==> src/rtl/core/vn_pkg.sv <==
// shared widths and constants of the vector normaliser
package vn_pkg;

  localparam int unsigned COMP_W    = 32;
  localparam int unsigned IN_DATA_W = 3 * COMP_W;
  localparam int unsigned SQ_W      = 2 * COMP_W;
  localparam int unsigned SUM_W     = 64;
  localparam int unsigned CFG_W     = 32;

  // 0.001 at the Q32.32 scale of the squared length
  localparam logic [CFG_W-1:0] MIN_SQUARE_RESET = 32'd4294967;

endpackage

==> src/rtl/core/vn_root_step.sv <==
// one bit of the quotient search for three lanes, one pipeline stage
module vn_root_step #(
  parameter int unsigned OUT_FRAC_BITS = 16,
  parameter int unsigned BIT           = 0
) (
  input  logic                                   clk,
  input  logic                                   rst_n,
  input  logic                                   in_valid,
  output logic                                   in_ready,
  input  logic [vn_pkg::SUM_W-1:0]               in_sum,
  input  logic                                   in_short,
  input  logic [vn_pkg::SUM_W+2*OUT_FRAC_BITS+1:0] in_rem [3],
  input  logic [vn_pkg::SUM_W+2*OUT_FRAC_BITS+1:0] in_prod [3],
  input  logic [OUT_FRAC_BITS:0]                 in_quo [3],
  input  logic [2:0]                             in_neg,
  output logic                                   out_valid,
  input  logic                                   out_ready,
  output logic [vn_pkg::SUM_W-1:0]               out_sum,
  output logic                                   out_short,
  output logic [vn_pkg::SUM_W+2*OUT_FRAC_BITS+1:0] out_rem [3],
  output logic [vn_pkg::SUM_W+2*OUT_FRAC_BITS+1:0] out_prod [3],
  output logic [OUT_FRAC_BITS:0]                 out_quo [3],
  output logic [2:0]                             out_neg
);
  import vn_pkg::*;

  localparam int unsigned W = SUM_W + 2 * OUT_FRAC_BITS + 2;

  logic         valid_r;
  logic [W-1:0] sum_ext;
  logic [W-1:0] trial   [3];
  logic [W:0]   diff    [3];
  logic [W-1:0] rem_nxt [3];
  logic [W-1:0] prod_nxt[3];
  logic [OUT_FRAC_BITS:0] quo_nxt [3];
  logic [SUM_W-1:0] sum_r;
  logic             short_r;
  logic [W-1:0]     rem_r  [3];
  logic [W-1:0]     prod_r [3];
  logic [OUT_FRAC_BITS:0] quo_r [3];
  logic [2:0]       neg_r;

  assign in_ready = !valid_r || out_ready;
  assign sum_ext  = {{(W-SUM_W){1'b0}}, in_sum};

  // try setting this bit: (2*q*2^b + 2^2b) * sum must fit in the remainder
  always_comb begin
    for (int i = 0; i < 3; i++) begin
      trial[i] = (in_prod[i] << (BIT + 1)) + (sum_ext << (2 * BIT));
      diff[i]  = {1'b0, in_rem[i]} - {1'b0, trial[i]};
      if (!diff[i][W]) begin
        rem_nxt[i]  = diff[i][W-1:0];
        prod_nxt[i] = in_prod[i] + (sum_ext << BIT);
        quo_nxt[i]  = in_quo[i] | ((OUT_FRAC_BITS+1)'(1) << BIT);
      end else begin
        rem_nxt[i]  = in_rem[i];
        prod_nxt[i] = in_prod[i];
        quo_nxt[i]  = in_quo[i];
      end
    end
  end

  // stage valid
  always_ff @(posedge clk) begin
    if (!rst_n) begin
      valid_r <= 1'b0;
    end else if (in_ready) begin
      valid_r <= in_valid;
    end
  end

  // stage payload
  always_ff @(posedge clk) begin
    if (in_ready && in_valid) begin
      sum_r   <= in_sum;
      short_r <= in_short;
      neg_r   <= in_neg;
      for (int i = 0; i < 3; i++) begin
        rem_r[i]  <= rem_nxt[i];
        prod_r[i] <= prod_nxt[i];
        quo_r[i]  <= quo_nxt[i];
      end
    end
  end

  assign out_valid = valid_r;
  assign out_sum   = sum_r;
  assign out_short = short_r;
  assign out_rem   = rem_r;
  assign out_prod  = prod_r;
  assign out_quo   = quo_r;
  assign out_neg   = neg_r;

endmodule

==> config.mk <==
export PLATFORM = sky130hd
export DESIGN_NAME = vn_root_step
export DESIGN_NICKNAME = d
export VERILOG_FILES = /design/src/rtl/core/vn_pkg.sv /design/src/rtl/core/vn_root_step.sv
export SDC_FILE = /design/constraint.sdc
export NUM_CORES = 2
export LEC_CHECK = 0
export BUFFER_PORTS_ARGS = -buffer_cell sky130_fd_sc_hd__buf_4
export CAP_MARGIN = 20
export CORE_AREA = 2 2 548 550
export DETAILED_ROUTE_END_ITERATION = 10
export DIE_AREA = 0 0 550 552
export PLACE_DENSITY_LB_ADDON = 0.2
export SLEW_MARGIN = 20
export SYNTH_ARGS = -nofsm -noshare
export SYNTH_HDL_FRONTEND = slang
export SYNTH_SLANG_ARGS = --single-unit
==> constraint.sdc <==
create_clock -name clk -period 59.1 [get_ports clk]
set_input_delay 5.91 -clock clk [delete_from_list [all_inputs] [get_ports clk]]
set_output_delay 5.91 -clock clk [all_outputs]
set_load 0.02 [all_outputs]
Word-level counts from Yosys, hierarchy flattened
Index checks and enable logic that the tools add are counted.
Widths: inputs -> output; s select.
- bits in registers: 708
- bits in latches: 0
- RAM bits: 0
- bits in read-only memories: 0
- input port bits: 711
- output and inout bits: 709
- logic and storage cells: 34
- memories kept: 0
- add/subtract/negate cells: 9
- multipliers: 0
- divide/modulo/power cells: 0
- order comparisons: 0
- equal/unequal tests: 0
- shift operators: 0
- mux-type cells: 6
- bitwise logic cells: 0
- reduce and logical (&&, ||, !) cells: 3
- operator list (operator ; number):
    $add 98x64->98 ; 6
    $mux 98 ; 6
    $sub 98x98->99 ; 3
    $logic_and 1x1->1 ; 1
    $logic_not 1->1 ; 1
    $logic_or 1x1->1 ; 1

Depth between registers and ports, before layout
- depth after elaboration: 3
- gate-level depth with buffers: 31
- depth with buffers taken out: 26

Least setup slack after synthesis
Ideal clock, no wire load.
- path kind: in2reg
- from: in out_ready
- to: reg neg_r[0] (netlist: out_neg[0]), enable pin
- setup time: 1.165 ns
- arrival: 22.128 ns
- data required time: 57.935 ns
- setup slack: 35.807 ns
- cell stages on the path: 2
- buffers on the path: 0
- cell sequence: nand2b_1 > and2_1
- longest elaborated chain between the ends: 2
- ends and longest elaborated chain (element ; RTL line ; RTL):
    from (decl) ; vn_root_step.sv:17 ; input logic out_ready,
    $logic_or 1x1->1 ; vn_root_step.sv:43 ; assign in_ready = !valid_r || out_ready;
    $logic_and 1x1->1 ; vn_root_step.sv:74 ; if (in_ready && in_valid) begin
    to (signal assigned) ; vn_root_step.sv:77 ; neg_r <= in_neg;
    to (decl) ; vn_root_step.sv:41 ; logic [2:0] neg_r;
No other way between the ends.
A chain may end at the register's enable or synchronous reset.

==> results.toml <==
[grt]
grt_max_degree = 143
grt_pass1_wl_um = 546000
grt_overflow = 0
grtUsageTotal_pct = 25.1
antenna_found_initial = 103
grt_pass1_vias = 70100
use_met1_pct = 31.8
grt.met2_usage_pct = 41.1
grt.busiest_layer = "met2"
grtUsageMet3_pct = 4.76

[sta]
finalClockSkew_ns = 0.0716
worstMarginPinSlew_ns = 1.19
period_needed_ns = 14.52
setup_violations = 0
slew_headroom_pct = 18.4
fmax_ghz = 0.0689
report.final.slew_viol_count = 0
fin_crit_sh_pct = 24.6
rsz0062_at_grt = "false"
fin_tns_setup_ns = 0
hold_viol = 0

[cts]
cts_made_buffers = 103
post_cts_buffers = 0
clk_latency_ns = 0.88
cts_sinks = 708
root_buffer = "clkbuf_16"
cts_tree = "built"
cts-resized-gates = 0
cts_max_level = 3
cts.clk_slew.worst_paths_ns = 0.06
cts.path.max_buffers = 4
ctsHoldBuffers = 0

[setup_path]
rr_startpoint = "out_valid$_SDFFE_PN0N_"
worst_ep_required_time_ns = 59.63
crit_family = "compound AO/OA/AOI/OAI gates"
cp_slowest_stage_delay_ns = 0.81
worstPathArrival_ns = 15.05
path_common_cell = "buf_4"
crit_buf_inv = 4
cp-start-kind = "input pin"
critPathSlowestCell = "buf_4"
cp.depth = 25
endpoint_kind = "flip-flop"
critPathKind = "in -> reg"
r2r_cells = 5
r2r-end = "out_rem[293]$_DFFE_PP_"
regToRegSetupSlack_ns = 55.16
crit_fanout = 91

[power_and_ir_drop]
p_sw_mw = 1.07
p_seq_share_pct = 26.6
power_frac_comb_pct = 46.8
p_sw_share_pct = 42.6
internal-power_mw = 1.44
leakage_nw = 36.7
power_density_mw_per_mm2 = 28.3
peakVddDrop_v = 0.0000257
pwr-share-clk_pct = 26.6

[status]
outcome = "finished, final reports clean"

[floorplan]
die-area_mm2 = 0.304
rows = 201
chipHeight_um = 552
core_mm2 = 0.298
boundaryPins = 1420
die_w_um = 550
initial_core_util_pct = 23.8

[final_layout]
stdcell_count = 13700
nNetsFinal = 11000
layout-area-overhead-vs-synth_pct = 24.7
post-route-util_pct = 29.7
drive_gt1_share_pct = 18.3

[placed_design]
place_congestion = 0.951
dp_cells = 13400
port_buffers = 1419
hpwl_um = 334000

[route]
wirelength_um = 399000
dr.pass1.iters = 6
via_per_inst = 5.28
via_count = 72200
post-route-drc-count = 0
drtAntennaViolNets = 0
drt_iter0_drc = 6227
wire_per_inst_um = 29.2

[synth]
syn_area_mm2 = 0.0711
synthFlopType = "edfxtp_1"
yosysWarnings = 0
synth-async-reset-ratio_pct = 0
synth_nets = 9833
synthesis.instances = 8438
ys_types = 115
synth_edf_count = 707
ys_ff_latch = 708
yosysSeqAreaShare_pct = 29.9
syn_area_per_cell_um2 = 8.42
yosys.area.top_type = "edfxtp_1"
synth_top_area_share_pct = 29.9
synthTopCellsByArea = "edfxtp_1, ha_1, a21oi_1"

[min_path]
hold_depth = 2
min_from = "out_valid$_SDFFE_PN0N_"
hold_path_class = "reg -> reg"
hold-path-endpoint = "out_valid$_SDFFE_PN0N_"

[run]
drv_cap = 0
[cell usage after synthesis (41+ instances only)]
cell type / n
xor2_1: 415
a211oi_1: 65
a21o_1: 430
o21a_1: 86
ha_1: 675
edfxtp_1: 707
o21ai_1: 54
buf_2: 98
a21oi_1: 1124
nor2b_1: 70
inv_1: 198
nand2_1: 778
a21boi_0: 42
o21ai_0: 481
or3_1: 41
clkbuf_1: 261
a31oi_1: 85
o31ai_1: 59
xnor2_1: 408
and2_1: 53
o21bai_1: 145
nor2_1: 778
and3_1: 94
nor3_1: 169
nand3_1: 201
nand4_1: 245
nor4_1: 50
nand2b_1: 60
[routing by layer]
metal | part of all wire [%] | vias to the layer above
met5 | 0.10 | -
met4 | 4.8 | 62
met3 | 6.5 | 531
met2 | 46 | 2793
met1 | 43 | 34900
li1 | - | 33900
[cell type report]
type,instances,area (um2)
Multi-Input combinational cell,7115,47100
Inverter,198,743
Antenna cell,45,113
Sequential cell,708,21300
Clock inverter,73,876
Timing Repair Buffer,1460,11000
Fill cell,31900,210000
Tap cell,3958,4950
Clock buffer,113,2620
[cells by family (layout without fill, tap and decap cells)]
group / count (synthesis) / count (layout) / share of synthesized area (%)
muxes: 5 / 5 / 0.0739
buffers and inverters: 615 / 1844 / 3.92
AOI/OAI and AO/OA: 2919 / 2919 / 25.9
adders and majority gates: 684 / 684 / 12.1
DFF: 708 / 708 / 29.9
and+or+nand+nor: 2684 / 2684 / 18.0
xor gates and xnor gates: 823 / 823 / 10.1
other: 0 / 45 / 0
[registers in the layout, summed over array words and instances (netlist names)]
signal	flops
out_valid	1
out_sum	64
out_short	1
out_neg	3
out_rem	294
out_prod	294
out_quo	51
[worst register-to-register path: stages, from the launching register on]
cell and delay, ns:
dfxtp_1 0.32, nand2b_1 0.13, and2_4 0.61, buf_4 0.81, buf_4 0.78, buf_4 0.88
[cell usage in the layout, fill, tap and decap left out, types with 41 or more instances in the layout]
master	instances
a21oi_1	1124
nand4_1	245
ha_1	675
xor2_1	415
o21a_1	86
and3_1	94
nand2b_1	60
o21ai_1	54
clkbuf_16	103
nor2b_1	70
nor4_1	48
diode_2	45
buf_4	1458
o21ai_0	481
a31oi_1	85
nand2_1	778
a21boi_0	42
a21o_1	430
inv_1	198
a211oi_1	65
o21bai_1	145
o31ai_1	59
edfxtp_1	707
nand3_1	201
and2_1	52
xnor2_1	408
nor2_1	776
nor3_1	168
or3_1	41
[worst max-delay path by stage]
| stage | startpoint | to |
|---|---|---|
| 5_1_grt | in_sum[2] | out_rem[227]$_DFFE_PP_ |
| 3_3_place_gp | in_sum[2] | out_rem[86]$_DFFE_PP_ |
| 2_1_floorplan | out_ready | out_neg[0]$_DFFE_PP_ |
| 3_5_place_dp | in_sum[2] | out_rem[86]$_DFFE_PP_ |
| 6_report | in_sum[2] | out_rem[200]$_DFFE_PP_ |
| 4_1_cts | in_sum[2] | out_rem[86]$_DFFE_PP_ |
[through the flow]
stage | power (mW) | cell area (um2) | hold slack, ns | worst slack (ns)
2_1_floorplan | 1.41 | 71100 | 0.750 | 35.81
3_3_place_gp | 1.84 | 85000 | 0.552 | 43.75
3_5_place_dp | 1.84 | 85000 | 0.581 | 43.64
4_1_cts | 2.53 | 88500 | 0.594 | 44.52
5_1_grt | 2.64 | 88600 | 0.635 | 44.06
6_report | 2.51 | 88600 | 0.587 | 44.58
[power by group through the flow]
stage	logic [mW]	registers (mW)	clock network [mW]
final	1.17	0.668	0.669
after global routing	1.27	0.672	0.704
after floorplan	0.661	0.747	0
after global placement	1.16	0.680	0
after detailed placement	1.16	0.677	0
after CTS	1.17	0.669	0.689
(Power assumes the default switching activity.)
